### src/rtl/hrlt_pkg.sv
// Shared package for the heading rate-limited tracker.
// Holds the fixed-point widths, angle constants, CORDIC table and control structs.
// No dependencies.
`timescale 1ns / 1ps

package hrlt_pkg;

    // CORDIC sizing; the table holds twenty arctangent entries.
    localparam int CORDIC_ITERS     = 14;
    localparam int CORDIC_TABLE_LEN = 20;
    localparam int CORDIC_RUN       = (CORDIC_ITERS < CORDIC_TABLE_LEN) ?
                                      CORDIC_ITERS : CORDIC_TABLE_LEN;
    localparam int ITER_W           = $clog2(CORDIC_TABLE_LEN);

    // Datapath widths.
    localparam int VEL_W      = 16;
    localparam int ANG_W      = 16;
    localparam int CX_W       = 32;
    localparam int Z_W        = 28;
    localparam int FRAC_SHIFT = 12;
    localparam int MUL_W      = 17;
    localparam int PROD_W     = 32;
    localparam int RATE_W     = 27;

    // Angle constants in Q4.12 and in the CORDIC angle format (Q.24).
    localparam int ANG_PI     = 12868;
    localparam int ANG_2PI    = 25736;
    localparam int CORDIC_PI  = 52707179;
    localparam int ROUND_HALF = 2048;

    // Configuration register file.
    localparam int STEP_LIMIT_W = 13;
    localparam int RATE_LIMIT_W = 15;
    localparam int TICK_RATE_W  = 10;
    localparam int MIN_SPEED_W  = 32;
    localparam int CFG_DATA_W   = 32;
    localparam int CFG_IDX_W    = 2;

    localparam logic [STEP_LIMIT_W-1:0] STEP_LIMIT_RST = 13'd129;
    localparam logic [RATE_LIMIT_W-1:0] RATE_LIMIT_RST = 15'd6434;
    localparam logic [TICK_RATE_W-1:0]  TICK_RATE_RST  = 10'd50;
    localparam logic [MIN_SPEED_W-1:0]  MIN_SPEED_RST  = 32'd655;

    typedef enum logic [CFG_IDX_W-1:0] {
        CFG_STEP_LIMIT = 2'd0,
        CFG_RATE_LIMIT = 2'd1,
        CFG_TICK_RATE  = 2'd2,
        CFG_MIN_SPEED  = 2'd3
    } cfg_idx_t;

    typedef struct packed {
        logic [STEP_LIMIT_W-1:0] step_limit;
        logic [RATE_LIMIT_W-1:0] rate_limit;
        logic [TICK_RATE_W-1:0]  tick_rate;
        logic [MIN_SPEED_W-1:0]  min_speed_sq;
    } cfg_t;

    // Sequencer commands for the CORDIC unit.
    typedef struct packed {
        logic              load;
        logic              step;
        logic [ITER_W-1:0] idx;
    } cordic_ctrl_t;

    // Arctangent of 2^-i in Q.24.
    function automatic logic signed [Z_W-1:0] atan_entry(input logic [ITER_W-1:0] idx);
        logic signed [Z_W-1:0] val;
        case (idx)
            5'd0:    val = 28'sd13176795;
            5'd1:    val = 28'sd7778716;
            5'd2:    val = 28'sd4110060;
            5'd3:    val = 28'sd2086331;
            5'd4:    val = 28'sd1047214;
            5'd5:    val = 28'sd524117;
            5'd6:    val = 28'sd262123;
            5'd7:    val = 28'sd131069;
            5'd8:    val = 28'sd65536;
            5'd9:    val = 28'sd32768;
            5'd10:   val = 28'sd16384;
            5'd11:   val = 28'sd8192;
            5'd12:   val = 28'sd4096;
            5'd13:   val = 28'sd2048;
            5'd14:   val = 28'sd1024;
            5'd15:   val = 28'sd512;
            5'd16:   val = 28'sd256;
            5'd17:   val = 28'sd128;
            5'd18:   val = 28'sd64;
            5'd19:   val = 28'sd32;
            default: val = '0;
        endcase
        return val;
    endfunction

    // Wrap an angle that lies within three half-turns of zero into [-pi, pi).
    function automatic logic signed [ANG_W-1:0] wrap_angle(input logic signed [ANG_W+1:0] a);
        logic signed [ANG_W+1:0] w;
        if (a >= 18'(ANG_PI)) begin
            w = a - 18'(ANG_2PI);
        end else if (a < -18'(ANG_PI)) begin
            w = a + 18'(ANG_2PI);
        end else begin
            w = a;
        end
        return w[ANG_W-1:0];
    endfunction

endpackage

### src/rtl/hrlt_cfg_regs.sv
// Configuration register file for the heading tracker.
// Four write-only registers with their reset values; depends on hrlt_pkg.
`timescale 1ns / 1ps

module hrlt_cfg_regs import hrlt_pkg::*; (
    input  logic                  aclk,
    input  logic                  aresetn,
    input  logic                  cfg_we,
    input  logic [CFG_IDX_W-1:0]  cfg_idx,
    input  logic [CFG_DATA_W-1:0] cfg_wdata,
    output cfg_t                  cfg
);

    cfg_t cfg_reg;
    cfg_t cfg_next;

    // Decode the register index and replace the addressed field.
    always_comb begin
        cfg_next = cfg_reg;
        if (cfg_we) begin
            case (cfg_idx_t'(cfg_idx))
                CFG_STEP_LIMIT: cfg_next.step_limit   = cfg_wdata[STEP_LIMIT_W-1:0];
                CFG_RATE_LIMIT: cfg_next.rate_limit   = cfg_wdata[RATE_LIMIT_W-1:0];
                CFG_TICK_RATE:  cfg_next.tick_rate    = cfg_wdata[TICK_RATE_W-1:0];
                CFG_MIN_SPEED:  cfg_next.min_speed_sq = cfg_wdata[MIN_SPEED_W-1:0];
                default:        cfg_next = cfg_reg;
            endcase
        end
    end

    always_ff @(posedge aclk) begin
        if (!aresetn) begin
            cfg_reg.step_limit   <= STEP_LIMIT_RST;
            cfg_reg.rate_limit   <= RATE_LIMIT_RST;
            cfg_reg.tick_rate    <= TICK_RATE_RST;
            cfg_reg.min_speed_sq <= MIN_SPEED_RST;
        end else begin
            cfg_reg <= cfg_next;
        end
    end

    assign cfg = cfg_reg;

endmodule

### src/rtl/hrlt_cordic.sv
// Iterative vectoring CORDIC that finds atan2(vel_y, vel_x).
// One shift-and-add micro-rotation per step under sequencer control; depends on hrlt_pkg.
`timescale 1ns / 1ps

module hrlt_cordic import hrlt_pkg::*; (
    input  logic                     aclk,
    input  cordic_ctrl_t             ctrl,
    input  logic signed [VEL_W-1:0]  vel_x,
    input  logic signed [VEL_W-1:0]  vel_y,
    output logic signed [Z_W-1:0]    angle
);

    logic signed [CX_W-1:0] cx_reg, cx_next;
    logic signed [CX_W-1:0] cy_reg, cy_next;
    logic signed [Z_W-1:0]  z_reg,  z_next;

    logic signed [CX_W-1:0] x_scaled;
    logic signed [CX_W-1:0] y_scaled;
    logic signed [CX_W-1:0] dx;
    logic signed [CX_W-1:0] dy;
    logic                   rot_neg;

    // Scale the velocity by 2^12 into the wide working format.
    assign x_scaled = {{(CX_W-VEL_W-FRAC_SHIFT){vel_x[VEL_W-1]}}, vel_x, {FRAC_SHIFT{1'b0}}};
    assign y_scaled = {{(CX_W-VEL_W-FRAC_SHIFT){vel_y[VEL_W-1]}}, vel_y, {FRAC_SHIFT{1'b0}}};

    // Shared barrel shifter and the rotation direction from the sign of y.
    assign dx      = cx_reg >>> ctrl.idx;
    assign dy      = cy_reg >>> ctrl.idx;
    assign rot_neg = cy_reg[CX_W-1] || (cy_reg == '0);

    always_comb begin
        cx_next = cx_reg;
        cy_next = cy_reg;
        z_next  = z_reg;
        if (ctrl.load) begin
            // Vectors in the left half-plane are turned by a half-turn first.
            if (vel_x[VEL_W-1]) begin
                cx_next = -x_scaled;
                cy_next = -y_scaled;
                z_next  = vel_y[VEL_W-1] ? -Z_W'(CORDIC_PI) : Z_W'(CORDIC_PI);
            end else begin
                cx_next = x_scaled;
                cy_next = y_scaled;
                z_next  = '0;
            end
        end else if (ctrl.step) begin
            if (rot_neg) begin
                cx_next = cx_reg - dy;
                cy_next = cy_reg + dx;
                z_next  = z_reg - atan_entry(ctrl.idx);
            end else begin
                cx_next = cx_reg + dy;
                cy_next = cy_reg - dx;
                z_next  = z_reg + atan_entry(ctrl.idx);
            end
        end
    end

    always_ff @(posedge aclk) begin
        cx_reg <= cx_next;
        cy_reg <= cy_next;
        z_reg  <= z_next;
    end

    assign angle = z_reg;

endmodule

### src/rtl/heading_rate_limited_tracker_core.sv
// Top level of the heading rate-limited tracker: sequencer, shared multiplier and yaw update.
// Uses hrlt_pkg, hrlt_cfg_regs and hrlt_cordic.
// An accepted request passes SQX, SQY, SUM, the ITER loop of the CORDIC, ROUND, DIFF, CLAMP,
// UPD and OUT, which waits for a free output register; the CORDIC loop runs
// one micro-rotation per cycle, and the input is not ready while a request is in work.
// Reset: aresetn, synchronous, clears yaw and rate state and restores the register defaults.
`timescale 1ns / 1ps

module heading_rate_limited_tracker_core import hrlt_pkg::*; (
    input  logic                     aclk,
    input  logic                     aresetn,
    input  logic                     cfg_we,
    input  logic [CFG_IDX_W-1:0]     cfg_idx,
    input  logic [CFG_DATA_W-1:0]    cfg_wdata,
    input  logic                     s_valid,
    output logic                     s_ready,
    input  logic signed [VEL_W-1:0]  s_vel_x,
    input  logic signed [VEL_W-1:0]  s_vel_y,
    output logic                     m_valid,
    input  logic                     m_ready,
    output logic signed [ANG_W-1:0]  m_yaw_cmd,
    output logic signed [ANG_W-1:0]  m_yaw_rate_cmd
);

    typedef enum logic [9:0] {
        ST_IDLE  = 10'b0000000001,
        ST_SQX   = 10'b0000000010,
        ST_SQY   = 10'b0000000100,
        ST_SUM   = 10'b0000001000,
        ST_ITER  = 10'b0000010000,
        ST_ROUND = 10'b0000100000,
        ST_DIFF  = 10'b0001000000,
        ST_CLAMP = 10'b0010000000,
        ST_UPD   = 10'b0100000000,
        ST_OUT   = 10'b1000000000
    } state_t;

    state_t state_reg, state_next;
    logic [ITER_W-1:0] iter_reg, iter_next;

    logic signed [VEL_W-1:0]  vx_reg, vx_next;
    logic signed [VEL_W-1:0]  vy_reg, vy_next;
    logic signed [PROD_W-1:0] mul_reg, mul_next;
    logic [MIN_SPEED_W-1:0]   spd_reg, spd_next;
    logic signed [ANG_W-1:0]  tgt_reg, tgt_next;
    logic signed [ANG_W-1:0]  d_reg, d_next;
    logic signed [ANG_W-1:0]  dc_reg, dc_next;
    logic                     clamp_pos_reg, clamp_pos_next;
    logic                     clamp_neg_reg, clamp_neg_next;
    logic signed [ANG_W-1:0]  prev_yaw_reg, prev_yaw_next;
    logic signed [ANG_W-1:0]  prev_rate_reg, prev_rate_next;
    logic                     out_valid_reg, out_valid_next;
    logic signed [ANG_W-1:0]  yaw_out_reg, yaw_out_next;
    logic signed [ANG_W-1:0]  rate_out_reg, rate_out_next;

    cfg_t                     cfg;
    cordic_ctrl_t             cordic_ctrl;
    logic signed [Z_W-1:0]    angle;

    logic signed [MUL_W-1:0]    mul_a;
    logic signed [MUL_W-1:0]    mul_b;
    logic signed [2*MUL_W-1:0]  mul_p;
    logic signed [Z_W-1:0]      z_round;
    logic                       slow;
    logic signed [ANG_W+1:0]    diff_raw;
    logic signed [ANG_W:0]      d_ext;
    logic signed [ANG_W:0]      lim_ext;
    logic signed [ANG_W+1:0]    yaw_sum;
    logic signed [RATE_W-1:0]   new_rate;
    logic signed [RATE_W-1:0]   rate_sum;
    logic signed [RATE_W-1:0]   rate_avg;
    logic signed [ANG_W-1:0]    rate_sat;
    logic                       accept;
    logic                       out_free;

    hrlt_cfg_regs u_cfg (
        .aclk      (aclk),
        .aresetn   (aresetn),
        .cfg_we    (cfg_we),
        .cfg_idx   (cfg_idx),
        .cfg_wdata (cfg_wdata),
        .cfg       (cfg)
    );

    hrlt_cordic u_cordic (
        .aclk  (aclk),
        .ctrl  (cordic_ctrl),
        .vel_x (s_vel_x),
        .vel_y (s_vel_y),
        .angle (angle)
    );

    assign s_ready  = (state_reg == ST_IDLE);
    assign accept   = s_valid && s_ready;
    assign out_free = !out_valid_reg || m_ready;

    assign cordic_ctrl.load = accept;
    assign cordic_ctrl.step = (state_reg == ST_ITER);
    assign cordic_ctrl.idx  = iter_reg;

    // Shared multiplier: squares of the velocity, then the step times the tick rate.
    always_comb begin
        case (state_reg)
            ST_SQY: begin
                mul_a = {vy_reg[VEL_W-1], vy_reg};
                mul_b = {vy_reg[VEL_W-1], vy_reg};
            end
            ST_CLAMP: begin
                mul_a = {d_reg[ANG_W-1], d_reg};
                mul_b = {{(MUL_W-TICK_RATE_W){1'b0}}, cfg.tick_rate};
            end
            default: begin
                mul_a = {vx_reg[VEL_W-1], vx_reg};
                mul_b = {vx_reg[VEL_W-1], vx_reg};
            end
        endcase
    end
    assign mul_p = mul_a * mul_b;

    // Target selection and heading difference.
    assign z_round  = angle + Z_W'(ROUND_HALF);
    assign slow     = (spd_reg <= cfg.min_speed_sq);
    assign diff_raw = {{2{tgt_reg[ANG_W-1]}}, tgt_reg} - {{2{prev_yaw_reg[ANG_W-1]}}, prev_yaw_reg};

    // Step limit compare.
    assign d_ext   = {d_reg[ANG_W-1], d_reg};
    assign lim_ext = {{(ANG_W+1-STEP_LIMIT_W){1'b0}}, cfg.step_limit};

    // New yaw and averaged, saturated rate.
    assign yaw_sum = {{2{prev_yaw_reg[ANG_W-1]}}, prev_yaw_reg} + {{2{dc_reg[ANG_W-1]}}, dc_reg};

    always_comb begin
        if (clamp_pos_reg) begin
            new_rate = {{(RATE_W-RATE_LIMIT_W){1'b0}}, cfg.rate_limit};
        end else if (clamp_neg_reg) begin
            new_rate = -{{(RATE_W-RATE_LIMIT_W){1'b0}}, cfg.rate_limit};
        end else begin
            new_rate = mul_reg[RATE_W-1:0];
        end
    end

    assign rate_sum = {{(RATE_W-ANG_W){prev_rate_reg[ANG_W-1]}}, prev_rate_reg} + new_rate;
    assign rate_avg = rate_sum >>> 1;

    always_comb begin
        if (rate_avg > RATE_W'(32767)) begin
            rate_sat = 16'sh7FFF;
        end else if (rate_avg < -RATE_W'(32768)) begin
            rate_sat = 16'sh8000;
        end else begin
            rate_sat = rate_avg[ANG_W-1:0];
        end
    end

    // Sequencer.
    always_comb begin
        state_next     = state_reg;
        iter_next      = iter_reg;
        vx_next        = vx_reg;
        vy_next        = vy_reg;
        mul_next       = mul_reg;
        spd_next       = spd_reg;
        tgt_next       = tgt_reg;
        d_next         = d_reg;
        dc_next        = dc_reg;
        clamp_pos_next = clamp_pos_reg;
        clamp_neg_next = clamp_neg_reg;
        prev_yaw_next  = prev_yaw_reg;
        prev_rate_next = prev_rate_reg;
        out_valid_next = out_valid_reg && !m_ready;
        yaw_out_next   = yaw_out_reg;
        rate_out_next  = rate_out_reg;

        case (state_reg)
            ST_IDLE: begin
                if (accept) begin
                    vx_next    = s_vel_x;
                    vy_next    = s_vel_y;
                    state_next = ST_SQX;
                end
            end
            ST_SQX: begin
                mul_next   = mul_p[PROD_W-1:0];
                state_next = ST_SQY;
            end
            ST_SQY: begin
                spd_next   = mul_reg;
                mul_next   = mul_p[PROD_W-1:0];
                state_next = ST_SUM;
            end
            ST_SUM: begin
                spd_next   = spd_reg + mul_reg;
                iter_next  = '0;
                state_next = ST_ITER;
            end
            ST_ITER: begin
                if (iter_reg == ITER_W'(CORDIC_RUN - 1)) begin
                    state_next = ST_ROUND;
                end else begin
                    iter_next = iter_reg + 1'b1;
                end
            end
            ST_ROUND: begin
                // A slow or zero velocity holds the last heading.
                tgt_next   = slow ? prev_yaw_reg : z_round[FRAC_SHIFT +: ANG_W];
                state_next = ST_DIFF;
            end
            ST_DIFF: begin
                d_next     = wrap_angle(diff_raw);
                state_next = ST_CLAMP;
            end
            ST_CLAMP: begin
                mul_next = mul_p[PROD_W-1:0];
                if (d_ext < -lim_ext) begin
                    dc_next        = -lim_ext[ANG_W-1:0];
                    clamp_pos_next = 1'b0;
                    clamp_neg_next = 1'b1;
                end else if (d_ext > lim_ext) begin
                    dc_next        = lim_ext[ANG_W-1:0];
                    clamp_pos_next = 1'b1;
                    clamp_neg_next = 1'b0;
                end else begin
                    dc_next        = d_reg;
                    clamp_pos_next = 1'b0;
                    clamp_neg_next = 1'b0;
                end
                state_next = ST_UPD;
            end
            ST_UPD: begin
                prev_yaw_next  = wrap_angle(yaw_sum);
                prev_rate_next = rate_sat;
                state_next     = ST_OUT;
            end
            ST_OUT: begin
                // Hand the result to the output register once it is free.
                if (out_free) begin
                    yaw_out_next   = prev_yaw_reg;
                    rate_out_next  = prev_rate_reg;
                    out_valid_next = 1'b1;
                    state_next     = ST_IDLE;
                end
            end
            default: begin
                state_next = ST_IDLE;
            end
        endcase
    end

    // Control state and tracker state.
    always_ff @(posedge aclk) begin
        if (!aresetn) begin
            state_reg     <= ST_IDLE;
            iter_reg      <= '0;
            prev_yaw_reg  <= '0;
            prev_rate_reg <= '0;
            out_valid_reg <= 1'b0;
            clamp_pos_reg <= 1'b0;
            clamp_neg_reg <= 1'b0;
        end else begin
            state_reg     <= state_next;
            iter_reg      <= iter_next;
            prev_yaw_reg  <= prev_yaw_next;
            prev_rate_reg <= prev_rate_next;
            out_valid_reg <= out_valid_next;
            clamp_pos_reg <= clamp_pos_next;
            clamp_neg_reg <= clamp_neg_next;
        end
    end

    // Working registers of the datapath.
    always_ff @(posedge aclk) begin
        vx_reg       <= vx_next;
        vy_reg       <= vy_next;
        mul_reg      <= mul_next;
        spd_reg      <= spd_next;
        tgt_reg      <= tgt_next;
        d_reg        <= d_next;
        dc_reg       <= dc_next;
        yaw_out_reg  <= yaw_out_next;
        rate_out_reg <= rate_out_next;
    end

    assign m_valid        = out_valid_reg;
    assign m_yaw_cmd      = yaw_out_reg;
    assign m_yaw_rate_cmd = rate_out_reg;

endmodule

### config.mk
export PLATFORM = sky130hd
export DESIGN_NAME = heading_rate_limited_tracker_core
export DESIGN_NICKNAME = d
export VERILOG_FILES = /design/src/rtl/hrlt_pkg.sv /design/src/rtl/hrlt_cfg_regs.sv /design/src/rtl/hrlt_cordic.sv /design/src/rtl/heading_rate_limited_tracker_core.sv
export SDC_FILE = /design/constraint.sdc
export NUM_CORES = 2
export LEC_CHECK = 0
export BUFFER_PORTS_ARGS = -buffer_cell sky130_fd_sc_hd__buf_2
export CAP_MARGIN = 40
export CORE_MARGIN = 2
export CORE_UTILIZATION = 65
export DETAILED_ROUTE_END_ITERATION = 16
export PLACE_DENSITY = 0.82
export SLEW_MARGIN = 20
export SYNTH_ARGS = -nofsm -noshare
export SYNTH_HDL_FRONTEND = slang
export SYNTH_SLANG_ARGS = --single-unit
export TNS_END_PERCENT = 10
### constraint.sdc
create_clock -name aclk -period 20.4 [get_ports aclk]
set_clock_uncertainty 0.2 [all_clocks]
set_input_delay 1.02 -clock aclk [delete_from_list [all_inputs] [get_ports aclk]]
set_output_delay 1.02 -clock aclk [all_outputs]
set_load 0.02 [all_outputs]
== After elaboration in Yosys (flattened, before gate mapping) ==
Memories as Yosys holds them, arrays and structs flattened. A register that Yosys moved wholly into a read port is not among the register bits.
Index checks and enable logic that the tools add are counted.

* Memories kept: 2
* Latch bits: 0
* Output and inout port bits: 34
* Input bits: 71
* Flip-flop bits (word level): 388
* Bits in writable memories: 0
* Logic and storage cells: 144
* Memory bits (read-only): 1536

{| class="wikitable"
|+ Memories
! name !! words !! width !! rd ports !! clocked after memory_dff !! write ports !! RTL line !! text
|-
| (no name shown) || 32 || 24 || 1 || 1 || 0 || hrlt_pkg.sv:68 || <nowiki>case (idx)</nowiki>
|-
| (no name shown) || 32 || 24 || 1 || 1 || 0 || hrlt_pkg.sv:68 ||
|}

* Shift-type cells: 2
* Equality and inequality tests: 18
* Reduce and logical (&&, ||, !) cells: 20
* Bitwise operators: 0
* Multiply operators: 1
* $add $sub $neg: 21
* Magnitude comparators: 9
* Muxes and demuxes: 48
* Div/mod/pow operators: 0

{| class="wikitable"
|+ Operators with widths
! cell !! count
|-
| $mux 28 || 11
|-
| $mux 32 || 8
|-
| $mux 16 || 9
|-
| $pmux 10 s10 || 1
|-
| $add 32x32->32 || 3
|-
| $pmux 17 s2 || 2
|-
| $neg 28->32 || 2
|-
| $pmux 32 s2 || 1
|-
| $sshr 32x5->32 || 2
|-
| $sub 32x32->32 || 2
|-
| $mux 27 || 2
|-
| $ge 17x15->1 const B || 2
|-
| $lt 17x15->1 const B || 2
|-
| $add 16x16->16 const B || 2
|-
| $le 32x32->1 || 1
|-
| $logic_not 32->1 || 1
|-
| $mul 17x17->32 || 1
|-
| $sub 16x16->16 const B || 2
|-
| $mux 10 || 3
|-
| $add 28x13->28 const B || 1
|-
| $add 28x28->28 || 1
|-
| $sub 28x28->28 || 1
|-
| $add 27x27->27 || 1
|-
| $neg 15->27 || 1
|-
| 35 further kinds || 57
|}

== Logic depth before layout (Yosys ltp) ==
* Word-level depth: 9
* Depth in mapped cells: 34
* Mapped depth without buffers: 32

== Cells and area by module ==
Synthesis repeated with hierarchy kept, for this count alone.

* Cell total of the unflattened synthesis: 5058
* Area total of the unflattened synthesis: 44795.5 sq um

{| class="wikitable"
|+ Modules (own cells, without submodules)
! module !! times used !! area an instance (sq um) !! seq. area each (sq um) !! cells an instance
|-
| heading_rate_limited_tracker_core || 1 || 26977.1 || 6286.0 || 3002
|-
| hrlt_cordic || 1 || 15026.9 || 2762.6 || 1775
|-
| hrlt_cfg_regs || 1 || 2791.4 || 1401.3 || 281
|}

== Worst setup path after synthesis ==
Ideal clock, no wire load.

* Path kind: register to register
* Start point: register state_reg[1]
* End point: register mul_reg[31] (data pin)
* Setup slack: 11.649 ns
* Library setup time: 0.260 ns
* Stages on the path, launching flop included: 31
* Arrival: 8.291 ns
* Cell sequence: dfxtp_1 > or4_1 > nor3_1 > nand4b_1 > inv_2 > buf_1 > buf_1 > a21oi_1 > nor2_1 > fa_1 > inv_1 > fa_1 > inv_1 > fa_1 > fa_1 > inv_1 > fa_1 > fa_1 > inv_1 > ha_1 > a21o_1 > a21o_1 > a21o_1 > a21oi_1 > o21a_1 > o31ai_1 > o221a_2 > a2111oi_0 > o21bai_1 > a21oi_1 > xnor2_1

* Longest elaborated chain between the ends: 3
* Elaborated cells between the ends (all ways): 5
* Classes of those cells: mul: 1; eq/ne: 2; mux: 2

{| class="wikitable"
|+ RTL lines
! element !! RTL line !! text
|-
| start, declared || heading_rate_limited_tracker_core.sv:38 || <nowiki>state_t state_reg, state_next;</nowiki>
|-
| start signal, assigned || heading_rate_limited_tracker_core.sv:260 || <nowiki>state_reg <= state_next;</nowiki>
|-
| $eq 10x8->1 / $eq 10x3->1 (equally long branches) || heading_rate_limited_tracker_core.sv:103 || <nowiki>case (state_reg)</nowiki>
|-
| $pmux 17 s2 || heading_rate_limited_tracker_core.sv:103 ||
|-
| $mul 17x17->32 * || heading_rate_limited_tracker_core.sv:118 || <nowiki>assign mul_p = mul_a * mul_b;</nowiki>
|-
| named net mul_p[31] || heading_rate_limited_tracker_core.sv:62 || <nowiki>logic signed [2*MUL_W-1:0] mul_p;</nowiki>
|-
| end signal, assigned || heading_rate_limited_tracker_core.sv:274 || <nowiki>mul_reg <= mul_next;</nowiki>
|-
| end, declared || heading_rate_limited_tracker_core.sv:43 || <nowiki>logic signed [PROD_W-1:0] mul_reg, mul_next;</nowiki>
|}

Mark *: on every way through the listed nets, which the timed path passes. The rest lies on a longest branch.
A chain may end at the register's enable or synchronous reset.

== Worst setup path after layout ==
Same ends and word-level chain as after synthesis.

==> out/results.tsv <==
stage	metric	value	unit
outcome	outcome	completed	
critical_path	cp.required	20.54	ns
cts	post_cts_resized	0	
critical_path	cp-start-kind	flop	
global_routing	use_met3	4.78	%
placed_design	port_buffers	104	
cts	holdBufCountCts	0	
drt	dr.pass1.iters	6	
yosys	synth_top_cell_by_area	edfxtp_1	
drt	drc	0	
floorplanning	fp.dieW	263	µm
drt	drt_iter0_markers	3741	
global_routing	antenna_found_initial	5	
floorplanning	start_util	65.9	%
yosys	syn_inst	4877	
cts	clk_latency	0.63	ns
drt	vias	36600	
cells_and_area	final_cell_mix	576 x nand2_1, 512 x inv_1, 386 x nor2_1, 343 x ha_1, 289 x o21ai_0	
cts	clockBufferDepth	3	
drt	wire_per_inst	20.5	µm
placed_design	dp_hpwl	92000	µm
floorplanning	num_rows	94	
cts	clk_pin_slew	0.06	ns
cts	cts_buffers	49	
critical_path	cp-end-kind	flop	
cells_and_area	nNetsFinal	5594	
global_routing	grt_pass1_vias	35100	
global_routing	grt_max_degree	72	
cts	cts-root-buf	clkbuf_16	
yosys	syn_area	43500	µm²
critical_path	cpPeakStageDelay	0.98	ns
global_routing	grt_usage	33.9	%
floorplanning	die_h	263	µm
cells_and_area	final_common_cell	nand2_1	
sta	fin_setup_tns	0	ns
sta	slew_headroom	44.5	%
yosys	synth_ff_type	edfxtp_1	
yosys	ys_ff_latch	412	
yosys	synth-edff-count	268	
sta	slew_violations	0	
sta	period_needed	10.69	ns
cts	cts_htree_levels	2	
yosys	synthArstFlopShare	0	%
yosys	synth_fp_nets	5573	
drt	ant_nets	0	
yosys	synth.top_cell.area_share	18.5	%
sta	fmax	93.6	MHz
yosys	ys_seq_area_share	25.1	%
sta	timing.final.hold_violations	0	
floorplanning	fp.coreArea	66100	µm²
global_routing	grt_util_met1	44.7	%
sta	worstMarginPinSlew	0.831	ns
cells_and_area	area_growth	6.96	%
yosys	ys_top_cells_by_area	edfxtp_1 18%, fa_1 13%, ha_1 9.9%, dfxtp_1 6.6%, nand2_1 5.0%	
cts	cts_sinks	412	
cts	cts_tree	yes	
critical_path	critPathArrivalTime	10.83	ns
yosys	netlist-cell-type-count	94	
global_routing	grt.busiest_layer	met2	
yosys	syn_avg_cell_area	8.93	µm²
hold_path	hp-class	reg2reg	
sta	setup_viol	0	
yosys	yosysWarnings	0	
critical_path	slowest_stage	fa_1	
drt	vias_per_cell	6.30	
cells_and_area	drive_above_1_share	8.56	%
sta	finalCritPeriodShare	52.4	%
cells_and_area	largest_register_ffs	70	
global_routing	grt_pass1_wl	187000	µm
run	max-cap-violations	0	
placed_design	gp_congestion	1.00	
drt	totalWireLength	119000	µm
global_routing	overflow	0	
global_routing	met2_usage	55.0	%
cts	post_cts_buffers	0	
critical_path	crit_fanout	51	
critical_path	crit_type	reg2reg	
floorplanning	dieArea	69100	µm²
sta	rsz0062_at_grt	no	
critical_path	worst_path_most_repeated_cell	inv_1	
floorplanning	boundaryPins	105	
Yosys cell counts (13+ instances only):
master      n
and2_1     45
nor3b_1    15
a21o_1     91
nand3_1    79
a21boi_0   15
inv_1     513
edfxtp_1  268
ha_1      343
nand2_1   577
nand2b_1   48
a31o_2     13
and3_1     38
or3_1      51
a211oi_1   36
o21a_1     44
nor2b_1    47
o31ai_1    35
mux4_2     75
o21bai_1   24
mux2_2     44
xor2_1    125
buf_1      21
mux2i_1    62
fa_1      282
a31oi_1    40
o21ai_0   290
o22ai_1    14
nor2_1    387
xnor2_1   199
or2_2      21
a21oi_1   287
nor3_1     92
o311ai_0   13
buf_2      13
dfxtp_1   144
o211ai_1   40
a22oi_1    36
nor4_1     23
nand4_1    29
clkbuf_1  135
logic make-up after synthesis:
kind of cell | Yosys count | synth area share, %
AOI/OAI and AO/OA | 1112 | 16.2
xor gates and xnor gates | 324 | 6.52
adders and majority gates | 625 | 22.8
buffers and inverters | 700 | 6.23
DFF | 412 | 25.1
muxes | 191 | 7.01
and+or+nand+nor | 1513 | 16.1
per-layer routing:
metal | routed length [µm] | vias up | share of wire, %
li1 | - | 17200 | -
met1 | 48400 | 17500 | 41
met2 | 54100 | 1597 | 46
met3 | 9630 | 327 | 8.1
met4 | 6700 | 0 | 5.6
met5 | 0 | - | 0
layout make-up:
class / count / area [µm²]
multi-input combinational: 3765 / 29900
fill: 5055 / 19500
sequential: 412 / 10900
inverter: 519 / 1950
clock buffer: 63 / 1310
tap: 864 / 1080
timing repair buffer: 151 / 926
clock inverter: 29 / 419
antenna: 5 / 12.5
final timing paths:
kind / startpoint / to / slack [ns] / cells after the start
worst max-delay path: state_reg[1] / mul_reg[31] / 9.71 / 31
worst min-delay path: u_cfg.cfg[26] / u_cfg.cfg[26] / 0.25 / 2
worst max register to register: state_reg[1] / mul_reg[31] / 9.71 / 31
worst min register to register: u_cfg.cfg[26] / u_cfg.cfg[26] / 0.25 / 2
through the flow:
stage | instance area (µm²) | std cells | hold WS [ns] | util [%] | setup slack (ns)
finish | 46600 | 5808 | 0.251 | 70.5 | 9.71
global route | 46600 | 5807 | 0.277 | 70.5 | 9.03
CTS | 46500 | 5800 | 0.254 | 70.4 | 9.81
detailed placement | 44800 | 5708 | 0.247 | 67.8 | 9.85
global placement | 44700 | 5699 | 0.242 | 67.6 | 10.19
floorplan | 43500 | 4877 | 0.231 | - | 11.65
critical path, delay by kind of cell, from the launching register on:
family / cells / cell delay (ns)
AO/OA/AOI/OAI: 7 / 1.81
XOR/XNOR: 1 / 0.08
adder cells (fa/ha/maj): 6 / 3.35
buffers and inverters: 9 / 2.08
flip-flops: 1 / 0.37
AND/OR/NAND/NOR: 8 / 2.51
Power is left out: the tool's default activity adds up to more than one toggle a clock period on the data nets, which glitch-free logic cannot reach.
